## src/hdl/dkv_pkg.sv

```systemverilog
package dkv_pkg;

   // trellis geometry
   localparam int NUM_STATES  = 32;
   localparam int SYM_BITS    = 5;
   localparam int METRIC_BITS = 16;
   localparam int ELEM_BITS   = 6;
   localparam int CNT_BITS    = 6;

   // default sizes
   localparam int TRACEBACK_DEPTH_DEF = 16;
   localparam int SOFT_BITS_DEF       = 16;
   localparam int PATH_BITS_DEF       = 24;

   // acs pipeline: issue phase, then pipeline drain
   localparam logic [CNT_BITS-1:0] ACS_LAST_CNT  = 6'd35;
   localparam logic [CNT_BITS-1:0] ACS_ISSUE_END = 6'd32;
   localparam logic [CNT_BITS-1:0] SCAN_LAST_CNT = 6'd31;
   localparam logic [ELEM_BITS-1:0] ELEM_LAST    = 6'd63;
   localparam logic [SYM_BITS-1:0] LAST_STATE    = 5'd31;

   // second generator mapping
   localparam logic [SYM_BITS-1:0] G2_MAP [NUM_STATES] = '{
      5'd0,  5'd17, 5'd1,  5'd16, 5'd2,  5'd19, 5'd3,  5'd18,
      5'd4,  5'd21, 5'd5,  5'd20, 5'd6,  5'd23, 5'd7,  5'd22,
      5'd8,  5'd25, 5'd9,  5'd24, 5'd10, 5'd27, 5'd11, 5'd26,
      5'd12, 5'd29, 5'd13, 5'd28, 5'd14, 5'd31, 5'd15, 5'd30
   };

   typedef enum logic [3:0] {
      ST_IDLE,
      ST_ACS,
      ST_NORM,
      ST_SCAN,
      ST_ROWRD,
      ST_ROWCAP,
      ST_EMIT_STEP,
      ST_FLUSH,
      ST_LAST,
      ST_CLEAR
   } dkv_state_type;

   typedef struct packed {
      logic                 take_item;
      logic                 soft_write;
      logic [ELEM_BITS-1:0] elem_idx;
      logic                 acs_issue;
      logic [SYM_BITS-1:0]  acs_k;
      logic                 norm;
      logic                 scan;
      logic [SYM_BITS-1:0]  scan_idx;
      logic                 row_capture;
      logic                 out_load;
      logic                 out_last;
      logic [SYM_BITS-1:0]  out_entry;
      logic                 clear_block;
   } dkv_cmd_type;

   typedef struct packed {
      logic soft_mode;
      logic out_free;
   } dkv_sts_type;

   // states are visited in gray order so the metric lanes move by one bit a cycle
   function automatic logic [SYM_BITS-1:0] gray(input logic [SYM_BITS-1:0] k);
      gray = k ^ (k >> 1);
   endfunction

endpackage

```

## src/hdl/dkv_ctrl.sv

```systemverilog
module dkv_ctrl #(
   parameter int TRACEBACK_DEPTH = dkv_pkg::TRACEBACK_DEPTH_DEF
) (
   input  logic                 clock,
   input  logic                 reset,
   input  logic                 req_valid,
   input  logic                 req_end_of_block,
   output logic                 req_stall,
   input  dkv_pkg::dkv_sts_type sts,
   output dkv_pkg::dkv_cmd_type cmd
);
   import dkv_pkg::*;

   localparam int SW = $clog2(TRACEBACK_DEPTH + 1);
   localparam logic [SW-1:0] DEPTH_CNT = SW'(TRACEBACK_DEPTH);
   localparam logic [SW:0]   DEPTH_P1  = (SW+1)'(TRACEBACK_DEPTH + 1);

   dkv_state_type        state_ff, state_in;
   logic [CNT_BITS-1:0]  cnt_ff, cnt_in;
   logic [ELEM_BITS-1:0] elem_ff, elem_in;
   logic [SW-1:0]        steps_ff, steps_in;
   logic [SW-1:0]        kk_ff, kk_in;
   logic                 emit_ff, emit_in;
   logic                 eob_ff, eob_in;
   logic                 take;
   logic [SW:0]          start_wide;

   assign req_stall  = (state_ff != ST_IDLE);
   assign take       = req_valid && !req_stall;
   assign start_wide = DEPTH_P1 - {1'b0, steps_ff};

   // state and counters
   always_ff @(posedge clock) begin
      if (reset) begin
         state_ff <= ST_IDLE;
         cnt_ff   <= '0;
         elem_ff  <= '0;
         steps_ff <= '0;
         kk_ff    <= '0;
         emit_ff  <= 1'b0;
         eob_ff   <= 1'b0;
      end else begin
         state_ff <= state_in;
         cnt_ff   <= cnt_in;
         elem_ff  <= elem_in;
         steps_ff <= steps_in;
         kk_ff    <= kk_in;
         emit_ff  <= emit_in;
         eob_ff   <= eob_in;
      end
   end

   // next state and commands
   always_comb begin
      state_in = state_ff;
      cnt_in   = cnt_ff;
      elem_in  = elem_ff;
      steps_in = steps_ff;
      kk_in    = kk_ff;
      emit_in  = emit_ff;
      eob_in   = eob_ff;
      cmd      = '0;
      case (state_ff)
         ST_IDLE: begin
            if (take) begin
               cmd.take_item  = 1'b1;
               cmd.soft_write = sts.soft_mode;
               cmd.elem_idx   = elem_ff;
               eob_in         = req_end_of_block;
               emit_in        = 1'b0;
               cnt_in         = '0;
               if (!sts.soft_mode || elem_ff == ELEM_LAST) begin
                  elem_in  = '0;
                  emit_in  = (steps_ff == DEPTH_CNT);
                  state_in = ST_ACS;
               end else begin
                  elem_in = elem_ff + 1'b1;
                  if (req_end_of_block) begin
                     state_in = (steps_ff != '0) ? ST_SCAN : ST_CLEAR;
                  end
               end
            end
         end
         ST_ACS: begin
            cmd.acs_issue = (cnt_ff < ACS_ISSUE_END);
            cmd.acs_k     = cnt_ff[SYM_BITS-1:0];
            cnt_in        = cnt_ff + 1'b1;
            if (cnt_ff == ACS_LAST_CNT) begin
               state_in = ST_NORM;
            end
         end
         ST_NORM: begin
            cmd.norm = 1'b1;
            cnt_in   = '0;
            if (steps_ff != DEPTH_CNT) begin
               steps_in = steps_ff + 1'b1;
            end
            state_in = (emit_ff || eob_ff) ? ST_SCAN : ST_IDLE;
         end
         ST_SCAN: begin
            cmd.scan     = 1'b1;
            cmd.scan_idx = cnt_ff[SYM_BITS-1:0];
            cnt_in       = cnt_ff + 1'b1;
            if (cnt_ff == SCAN_LAST_CNT) begin
               state_in = ST_ROWRD;
            end
         end
         ST_ROWRD: begin
            state_in = ST_ROWCAP;
         end
         ST_ROWCAP: begin
            cmd.row_capture = 1'b1;
            kk_in = (steps_ff == DEPTH_CNT) ? SW'(1) : start_wide[SW-1:0];
            if (emit_ff) begin
               state_in = ST_EMIT_STEP;
            end else begin
               state_in = ST_FLUSH;
            end
         end
         ST_EMIT_STEP: begin
            if (sts.out_free) begin
               cmd.out_load  = 1'b1;
               cmd.out_entry = '0;
               emit_in       = 1'b0;
               state_in      = eob_ff ? ST_FLUSH : ST_IDLE;
            end
         end
         ST_FLUSH: begin
            if (kk_ff >= DEPTH_CNT) begin
               state_in = ST_LAST;
            end else if (sts.out_free) begin
               cmd.out_load  = 1'b1;
               cmd.out_entry = SYM_BITS'(kk_ff);
               kk_in         = kk_ff + 1'b1;
            end
         end
         ST_LAST: begin
            if (sts.out_free) begin
               cmd.out_load = 1'b1;
               cmd.out_last = 1'b1;
               state_in     = ST_CLEAR;
            end
         end
         ST_CLEAR: begin
            cmd.clear_block = 1'b1;
            steps_in        = '0;
            elem_in         = '0;
            eob_in          = 1'b0;
            state_in        = ST_IDLE;
         end
         default: begin
            state_in = ST_IDLE;
         end
      endcase
   end

endmodule

```

## config.mk

```make
export PLATFORM = sky130hd
export DESIGN_NAME = dkv_ctrl
export DESIGN_NICKNAME = d
export VERILOG_FILES = /design/src/hdl/dkv_pkg.sv /design/src/hdl/dkv_ctrl.sv
export SDC_FILE = /design/constraint.sdc
export NUM_CORES = 1
export LEC_CHECK = 0
export BUFFER_PORTS_ARGS = -buffer_cell sky130_fd_sc_hd__buf_2
export CAP_MARGIN = 0
export CORE_MARGIN = 3
export CORE_UTILIZATION = 50
export CTS_BUF_LIST = sky130_fd_sc_hd__clkbuf_4 sky130_fd_sc_hd__clkbuf_8
export DETAILED_ROUTE_END_ITERATION = 10
export PLACE_DENSITY = 0.73
export SYNTH_ARGS = -nofsm -noshare
export SYNTH_HDL_FRONTEND = slang
export SYNTH_SLANG_ARGS = --single-unit
export TNS_END_PERCENT = 20
```

## constraint.sdc

```tcl
create_clock -name clock -period 4.9 [get_ports clock]
set_input_delay 0.98 -clock clock [delete_from_list [all_inputs] [get_ports clock]]
set_output_delay 0.98 -clock clock [all_outputs]
set_load 0.02 [all_outputs]
```

# Word-level counts from Yosys, hierarchy flattened
# Index checks and enable logic that the tools add are counted.
[op_classes]
addsub = 5
order_cmp = 2
eq_ne = 24
muxes = 45
reduce_logical = 20
[op_table]
columns = ["cell", "count"]
rows = [
  ["$mux W4", 9],
  ["$pmux W4 S9", 1],
  ["$mux W5", 7],
  ["$mux W6", 5],
  ["$pmux W5 S2", 2],
  ["$ne A2 B2 Y1 const B", 9],
  ["$pmux W6 S3", 1],
  ["$eq A4 B3 Y1 const B", 4],
  ["$mux W8", 2],
  ["$add A6 B1 Y6 const B", 2],
  ["$eq A6 B6 Y1 const B", 2],
  ["$pmux W6 S2", 1],
  ["$mux W1", 11],
  ["$add A5 B1 Y5 const B", 2],
  ["$eq A4 B2 Y1 const B", 2],
  ["$eq A4 B4 Y1 const B", 2],
  ["$reduce_bool A2 Y1", 4],
  ["$reduce_and A7 Y1", 1],
  ["$eq A6 B5 Y1 const B", 1],
  ["$lt A6 B6 Y1 const B", 1],
  ["$reduce_and A2 Y1", 3],
  ["$reduce_and A3 Y1", 2],
  ["$eq A5 B5 Y1 const B", 1],
  ["$ge A5 B5 Y1 const B", 1],
  ["16 further kinds", 20],
]
[totals]
reg_bits = 28
in_bits = 6
out_inout_bits = 31
word_cells = 103

# Longest topological paths before layout
# Gate-level depths: netlist of run 1.
[logic_depth]
ltp_word = 6
ltp_mapped = 8
mapped_depth_nobuf = 7

# Worst setup path after synthesis of run 1
# Ideal clock, no wire load.
[synth_path]
kind = "input to output"
start = "input port sts[0] (netlist bit)"
end = "output port cmd[1] (netlist bit)"
t_arrival_ps = 1972
required_time_ps = 3920
slack_ps = 1948
path_stages = 4
n_path_buf = 1
path_cell_list = "nand2b_1 -> a211o_1 -> clkbuf_1 -> nor3_1"
[synth_lines]
columns = ["item", "line_no", "text"]
rows = [
  ["start, declared", "dkv_ctrl.sv:9", "input dkv_pkg::dkv_sts_type sts,"],
  ["end, declared", "dkv_ctrl.sv:10", "output dkv_pkg::dkv_cmd_type cmd"],
]

==> results of run 1 <==
[tightest hold or removal path: stages, from the launching register on]
cell     delay (ns)
dfxtp_1        0.34
nand2_1        0.06
a21oi_1        0.05
[logic make-up after synthesis]
| kind of cell | count (synthesis) | share of synthesized area (%) |
|---|---|---|
| multiplexers | 4 | 2.01 |
| adder cells (fa/ha/maj) | 8 | 5.03 |
| AO/OA/AOI/OAI | 57 | 20.1 |
| XOR/XNOR | 9 | 3.96 |
| AND/OR/NAND/NOR | 116 | 32.5 |
| flip-flops | 28 | 28.1 |
| other | 1 | 0.188 |
| buffers and inverters | 34 | 8.10 |
[area by class of cell]
| type | count | area [µm²] |
|---|---|---|
| well taps | 48 | 60.1 |
| flip-flops and latches | 28 | 561 |
| inverters | 15 | 56.3 |
| multi-input cells | 195 | 1270 |
| clock buffers | 3 | 41.3 |
| fillers | 390 | 1570 |
| repair buffers | 36 | 183 |
[cells in the mapped netlist, types with 2 or more instances]
cell type,n
nor3b_1,2
clkbuf_1,8
o21ai_2,2
o311ai_0,3
ha_1,8
a21oi_1,15
a22oi_1,2
inv_2,3
nor4_1,2
o21ai_0,8
buf_4,3
mux2i_1,4
xor2_1,5
buf_2,6
inv_1,12
a221oi_1,4
nor3_1,14
o21a_1,2
and3_1,10
buf_6,2
nand4_1,2
a41oi_1,3
o2111ai_1,2
and2_1,11
xnor2_1,4
o21ai_1,2
dfxtp_1,28
nand2_1,17
nand3_1,10
a211oi_1,4
nand2b_1,6
nor2_1,27
[how the worst min path moves through the flow]
stage | from | endpoint | slack [ns] | cells past startpoint
5_1_grt | eob_ff$_SDFFE_PP0P_ | eob_ff$_SDFFE_PP0P_ | 0.52 | 2
3_5_place_dp | eob_ff$_SDFFE_PP0P_ | eob_ff$_SDFFE_PP0P_ | 0.49 | 2
6_report | eob_ff$_SDFFE_PP0P_ | eob_ff$_SDFFE_PP0P_ | 0.50 | 2
3_3_place_gp | eob_ff$_SDFFE_PP0P_ | eob_ff$_SDFFE_PP0P_ | 0.49 | 2
4_1_cts | eob_ff$_SDFFE_PP0P_ | eob_ff$_SDFFE_PP0P_ | 0.50 | 2
2_1_floorplan | eob_ff$_SDFFE_PP0P_ | eob_ff$_SDFFE_PP0P_ | 0.46 | 2
[sequential cells by signal (all words and copies together), names as in the netlist]
| register | cells |
|---|---|
| kk_ff | 5 |
| eob_ff | 1 |
| state_ff | 4 |
| cnt_ff | 6 |
| emit_ff | 1 |
| elem_ff | 6 |
| steps_ff | 5 |
[through the flow]
| stage | setup WS [ns] | hold slack (ns) |
|---|---|---|
| CTS | 1.76 | 0.500 |
| floorplan | 1.95 | 0.463 |
| global placement | 1.98 | 0.489 |
| global route | 1.58 | 0.518 |
| detailed placement | 1.97 | 0.486 |
| finish | 1.74 | 0.502 |
[per-layer routing]
| layer | track usage (%) | part of all wire, % |
|---|---|---|
| met3 | 2.62 | 4.3 |
| met2 | 27.9 | 44 |
| met4 | 5.21 | 1.2 |
| met5 | 0 | 0 |
| met1 | 27.5 | 50 |
[power by group]
part | switching (mW) | internal (mW) | leakage [nW] | total, mW
registers | 0.0733 | 0.250 | 0.226 | 0.323
clock network | 0.0701 | 0.0552 | 0.0216 | 0.125
logic | 0.204 | 0.128 | 0.641 | 0.332
==> run summary, run 1 <==
Power per cell area: 360 nW/µm²
Clock transition at path regs: 0.09 ns
CP Cell Sequence: nand2_1 > a211o_1 > nor3_1 > buf_2
Achievable Freq: 316 MHz
Number of buffers created by CTS: 3
Post-DP HPWL: 3.17 mm
Syn_area_per_cell: 7.75 µm²
Yosys reg bits: 28
Initial DRC count: 116
EDFF count, synth: 0
DR pass1 iterations: 4
Grt total ovfl: 0
Largest net degree at the start of global routing: 25
Type of origin of the critical path: flop
Area Growth Syn to Fin: 8.98%
Flop-to-flop setup slack: 2.70 ns
Final setup TNS: 0 ns
Top_reg_cell synth: dfxtp_1
Worst setup path class: flop to output pin
Ant. Diodes: 0
DRC viols: 0
Reg2Reg Capture Point: state_ff[0]$_SDFFE_PP0P_
FF-to-FF Start: state_ff[0]$_SDFFE_PP0P_
Max Slew Vio Count: 0
FF-to-FF path depth: 5
Worst Path Buf+Inv: 1
Core Footprint: 3740 µm²
Status: finished clean
Crit path from: state_ff[0]$_SDFFE_PP0P_
Cells after DPL: 322
CP Max Fanout: 24
Total track usage: 18.6%
DP Area: 2130 µm²
Wire per inst: 13.5 µm
Leak: 0.889 nW
Vias/cell: 5.60
Routed wire length: 4.39 mm
Mapped Cells: 257
Slowest stage cell, crit path: dfxtp_1
Die X: 69.1 µm
Top cells by area, synth: dfxtp_1 28%, nor2_1 5.1%, ha_1 5.0%
Number of hold buffers added after CTS: 0
CTS max path bufs: 2
Root Buffer: clkbuf_8
Min-delay worst type: flop to flop
Most common cell after layout, fill and taps aside: buf_2
Final core occ: 58.0%
Most frequent cells in the layout: 35 x buf_2, 28 x dfxtp_1, 27 x nor2_1
CTS sink count: 28
Post-synthesis sequential area ratio: 28.1%
Via count: 1819
Final cell count without fillers: 325
Total chip power: 0.781 mW
Synth area leader: dfxtp_1
Post-CTS Setup Inserts: 0
Row cnt: 22
Post-route cell area: 2170 µm²
YS warnings: 0
Worst rel slew slack: 47.0%
Vias in the first global route: 1617
IO Count: 37
Share of cells above drive strength 1: 19.1%
First-pass GRT wire length: 7.60 mm
Yosys top cell area share: 28.1%
CTS resizes: 0
Die Span Y: 69.1 µm
Worst Setup EP: cmd[2]
Initial Util: 53.2%
Worst-margin pin slew: 0.793 ns
RSZ-0062 raised after global routing: no
Detail Route Antenna Nets: 0
Syn_nets: 271
Distinct cells, synth: 58
Endpoints failing setup: 0
Post-Syn Area: 1990 µm²
Period utilisation layout: 64.6%
Final nets: 293
Largest stage delay, worst path: 0.85 ns
CP arrival: 2.18 ns
# H-tree levels: 1
CTS tree: built
Nature of the critical path endpoint: output pin
Max_cap viols: 0
FFs w/ async S/R, synth: 0%
Worst-Skew Late Latency: 0.27 ns
Crit path time final: 3.16 ns
IO Port Bufs: 35
CP required: 3.92 ns
Critical path depth: 4
Fin Clk Skew: 0.00377 ns
Worst path top cell family by delay: flip-flops
Final hold vios: 0
GP Congestion: 0.800
Die area: 4780 µm²
Worst VDD drop: 0.167 mV
Antenna violations before repair: 0
(Power assumes the default switching activity.)
==> run 2: changes to the inputs <==
--- a/config.mk
+++ b/config.mk
@@ -11,7 +11,7 @@
 export CORE_UTILIZATION = 50
 export CTS_BUF_LIST = sky130_fd_sc_hd__clkbuf_4 sky130_fd_sc_hd__clkbuf_8
 export DETAILED_ROUTE_END_ITERATION = 10
-export PLACE_DENSITY = 0.73
+export PLACE_DENSITY = 0.76
 export SYNTH_ARGS = -nofsm -noshare
 export SYNTH_HDL_FRONTEND = slang
 export SYNTH_SLANG_ARGS = --single-unit
==> constraint.sdc (replaced) <==
create_clock -name clock -period 2.65 [get_ports clock]
set_input_delay 0.53 -clock clock [delete_from_list [all_inputs] [get_ports clock]]
set_output_delay 0.53 -clock clock [all_outputs]
set_load 0.02 [all_outputs]
==> run summary, run 2 (synthesis gave the netlist of run 1 again) <==
Power per cell area: 669 nW/µm²
Worst VDD drop: 0.427 mV
Wire per inst: 13.8 µm
DP Area: 2150 µm²
Final hold vios: 0
DR pass1 iterations: 4
Footprint of the multi-input gates: 1270 µm²
Max Slew Vio Count: 0
Worst rel slew slack: 52.6%
Post-DP HPWL: 3.31 mm
Total track usage: 18.7%
CTS resizes: 0
Number of buffers created by CTS: 3
Detail Route Antenna Nets: 0
Routed wire length: 4.54 mm
GP Congestion: 0.861
Largest net degree at the start of global routing: 21
Worst-Skew Late Latency: 0.28 ns
Seq. cell area: 561 µm²
Largest regs: cnt_ff x6, elem_ff x6
CTS sink count: 28
CP Max Fanout: 11
Largest stage delay, worst path: 0.43 ns
RSZ-0062 raised after global routing: no
Initial DRC count: 84
IO Port Bufs: 35
Die area: 4780 µm²
Post-route cell area: 2190 µm²
Leak: 0.905 nW
Clock transition at path regs: 0.09 ns
Period utilisation layout: 92.7%
Final nets: 296
Vias/cell: 5.74
Grt total ovfl: 0
IO Count: 37
CTS max path bufs: 2
Post-CTS Setup Inserts: 0
Die Span Y: 69.1 µm
Vias in the first global route: 1633
CTS tree: built
Status: finished clean
Fin Clk Skew: 0.00411 ns
Endpoints failing setup: 0
First-pass GRT wire length: 7.69 mm
Initial Util: 53.2%
Area Growth Syn to Fin: 10.1%
Fillers: 377
Most frequent cells in the layout: 35 x buf_2, 28 x dfxtp_1, 27 x nor2_1
Final setup TNS: 0 ns
Number of hold buffers added after CTS: 0
Final core occ: 58.6%
Hold path depth: 2
Worst setup path class: flop to output pin
Setup slack after layout: 0.192 ns
CP arrival: 1.93 ns
CP required: 2.12 ns
DRC viols: 0
CP Cell Sequence: buf_4 > nor4_4 > nand2_2 > inv_2 > buf_2
Type of origin of the critical path: flop
Max_cap viols: 0
Share of cells above drive strength 1: 20.0%
Slowest stage cell, crit path: nor4_4
# H-tree levels: 1
Hold_ws: 0.513 ns
Most common cell after layout, fill and taps aside: buf_2
Antenna violations before repair: 0
Worst-margin pin slew: 0.711 ns
Core Footprint: 3740 µm²
Nature of the critical path endpoint: output pin
Die X: 69.1 µm
Via count: 1882
Min-delay worst type: flop to flop
Row cnt: 22
Root Buffer: clkbuf_8
Achievable Freq: 407 MHz
Pre-CTS WS: 0.504 ns
Ant. Diodes: 0
FF-to-FF path depth: 5
Crit path time final: 2.46 ns
==> run 2: cell count changes in the layout (fill, tap and decap cells not counted) <==
| cell | change |
|---|---|
| buf_4 | +3 |
==> run 2: area by class of cell <==
class / count / share of cell area [%]
clock buffer: 3 / 1.88
tap: 48 / 2.74
sequential: 28 / 25.6
timing repair buffer: 39 / 9.36
inverter: 15 / 2.57
multi-input combinational: 195 / 57.9
==> run 2: final timing paths <==
path	start	endpoint	slack, ns
setup reg to reg	state_ff[3]$_SDFFE_PP0P_	state_ff[0]$_SDFFE_PP0P_	0.57
hold / removal	eob_ff$_SDFFE_PP0P_	eob_ff$_SDFFE_PP0P_	0.51
setup / recovery	state_ff[1]$_SDFFE_PP0P_	cmd[29]	0.19
hold reg to reg	eob_ff$_SDFFE_PP0P_	eob_ff$_SDFFE_PP0P_	0.51
==> run 2: critical path, delay by kind of cell, from the launching register on <==
kind	cells	cell delay, ns
and+or+nand+nor	2	0.62
buffers and inverters	3	0.59
DFF	1	0.42
==> run 2: power breakdown <==
group          switching, mW  internal (mW)
sequential            0.0907          0.462
clock                  0.132          0.102
combinational          0.428          0.254
==> run 2: layer usage <==
layer	track usage (%)	up-vias	share of wire (%)
met5	0	-	0
met4	4.77	0	1.3
li1	-	963	-
met1	25.3	866	47
met3	3.79	7	4.8
met2	30.4	46	47
==> run 2: stage by stage <==
step           power (mW)  instances
4_1_cts              1.48        328
5_1_grt              1.58        328
3_5_place_dp         1.24        325
6_report             1.47        328
2_1_floorplan        1.10        257
3_3_place_gp         1.23        325
==> run 3: changes to the inputs <==
--- a/config.mk
+++ b/config.mk
@@ -7,11 +7,12 @@
 export LEC_CHECK = 0
 export BUFFER_PORTS_ARGS = -buffer_cell sky130_fd_sc_hd__buf_2
 export CAP_MARGIN = 0
+export CORE_ASPECT_RATIO = 0.6
 export CORE_MARGIN = 3
 export CORE_UTILIZATION = 50
 export CTS_BUF_LIST = sky130_fd_sc_hd__clkbuf_4 sky130_fd_sc_hd__clkbuf_8
 export DETAILED_ROUTE_END_ITERATION = 10
-export PLACE_DENSITY = 0.76
+export PLACE_DENSITY = 0.73
 export SYNTH_ARGS = -nofsm -noshare
 export SYNTH_HDL_FRONTEND = slang
 export SYNTH_SLANG_ARGS = --single-unit
==> constraint.sdc (replaced) <==
create_clock -name clock -period 2.4 [get_ports clock]
set_input_delay 0.48 -clock clock [delete_from_list [all_inputs] [get_ports clock]]
set_output_delay 0.48 -clock clock [all_outputs]
set_load 0.02 [all_outputs]
==> run summary, run 3 (synthesis gave the netlist of run 1 again) <==
Largest net degree at the start of global routing: 21
CP Cell Sequence: nand2_1 > a211o_1 > nor3_1 > buf_2
Final setup TNS: 0 ns
Worst Path Buf+Inv: 1
Final hold vios: 0
Cells after DPL: 329
Clock transition at path regs: 0.10 ns
Largest regs: cnt_ff x6, elem_ff x6
Area Growth Syn to Fin: 13.9%
Row cnt: 17
Status: finished clean
HP Start: req_end_of_block
Largest stage delay, worst path: 0.50 ns
Via count: 1891
Type of origin of the critical path: flop
Most common cell after layout, fill and taps aside: buf_2
Most frequent cells in the layout: 35 x buf_2, 27 x nor2_1, 27 x dfxtp_1
Achievable Freq: 445 MHz
CTS max path bufs: 2
CTS tree: built
IO Port Bufs: 35
Post-DP HPWL: 3.60 mm
Pint: 1.05 mW
Share of cells above drive strength 1: 22.0%
CP arrival: 1.77 ns
Die X: 87.5 µm
Root Buffer: clkbuf_8
Final cell count without fillers: 333
# H-tree levels: 1
Final nets: 301
Psw: 0.765 mW
Slowest stage cell, crit path: dfxtp_2
RSZ-0062 raised after global routing: no
Vias in the first global route: 1606
Worst VDD drop: 0.598 mV
Crit path from: state_ff[2]$_SDFFE_PP0P_
Comb power frac: 47.2%
Grt total ovfl: 0
Endpoints failing setup: 0
Wire per inst: 14.7 µm
Clock power frac: 21.2%
Post-CTS Setup Inserts: 0
CTS sink count: 28
Ant. Diodes: 0
CP Max Fanout: 11
Max_cap viols: 0
Initial DRC count: 145
Crit path time final: 2.25 ns
Leak: 0.948 nW
Period utilisation layout: 93.7%
First-pass GRT wire length: 8.05 mm
Worst-margin pin slew: 0.542 ns
Initial Util: 53.2%
FF-to-FF Start: state_ff[3]$_SDFFE_PP0P_
Core Footprint: 3740 µm²
Routed wire length: 4.88 mm
Worst setup path class: flop to output pin
GP Congestion: 0.810
Number of hold buffers added after CTS: 0
IO Count: 37
Number of buffers created by CTS: 3
Antenna violations before repair: 0
CP required: 1.92 ns
Vias/cell: 5.68
Die Span Y: 54.9 µm
Total track usage: 22.0%
Sw frac: 42.1%
Worst-Skew Late Latency: 0.29 ns
DR pass1 iterations: 4
Min-delay worst type: input pin to flop
Seq pwr share: 31.6%
Nature of the critical path endpoint: output pin
Power per cell area: 801 nW/µm²
Max Slew Vio Count: 0
Worst path top cell family by delay: flip-flops
Die area: 4800 µm²
DRC viols: 0
Fin Clk Skew: 0.00571 ns
Worst rel slew slack: 63.6%
Detail Route Antenna Nets: 0
[run 3: layout make-up]
type / instances / area (µm²)
Multi-Input combinational cell: 195 / 1280
Timing Repair Buffer: 44 / 243
Fill cell: 356 / 1470
Sequential cell: 28 / 562
Clock buffer: 3 / 41.3
Inverter: 15 / 56.3
Clock inverter: 1 / 30.0
Tap cell: 47 / 58.8
[run 3: path summary, 6_finish.rpt]
path                               to  slack, ns  depth (start not counted)
max                            cmd[3]       0.15                          4
min               eob_ff$_SDFFE_PP0P_       0.44                          3
max reg2reg  state_ff[0]$_SDFFE_PP0P_       0.39                          6
min reg2reg       eob_ff$_SDFFE_PP0P_       0.50                          2
[run 3: timing repair]
item | 4_1_cts | 5_1_grt
hold endpoints to repair | 0 | 0
endpoints found under the setup margin | 0 | 11
gates resized for setup | 0 | 2
[run 3: tightest hold or removal path: cells and delay by family]
family                 cells  cell delay, ns
AOI/OAI and AO/OA          1            0.05
buffers and inverters      1            0.11
and+or+nand+nor            1            0.05
[run 3: power groups by stage]
stage	Combinational (mW)	Clock, mW	Sequential [mW]
after global placement	0.834	0	0.582
after global routing	0.954	0.417	0.585
after CTS	0.837	0.398	0.573
after floorplan	0.652	0	0.566
after detailed placement	0.831	0	0.583
final	0.858	0.385	0.574
[run 3: layer usage]
layer	part of all wire (%)	up-vias	GRT usage (%)
met5	0	-	0
met4	0.63	0	7.65
met3	7.0	5	5.47
met2	39	56	27.6
met1	53	849	34.6
li1	-	981	-
[run 3: through the flow]
step	total power [mW]	setup slack [ns]	hold WS (ns)	area [µm²]	util, %
after floorplan	1.22	0.292	0.463	1990	-
after global placement	1.42	0.369	0.484	2190	58.5
after detailed placement	1.41	0.340	0.491	2190	58.5
after CTS	1.81	0.0104	0.435	2260	60.4
after global routing	1.96	0.00178	0.455	2270	60.6
final	1.82	0.151	0.442	2270	60.6
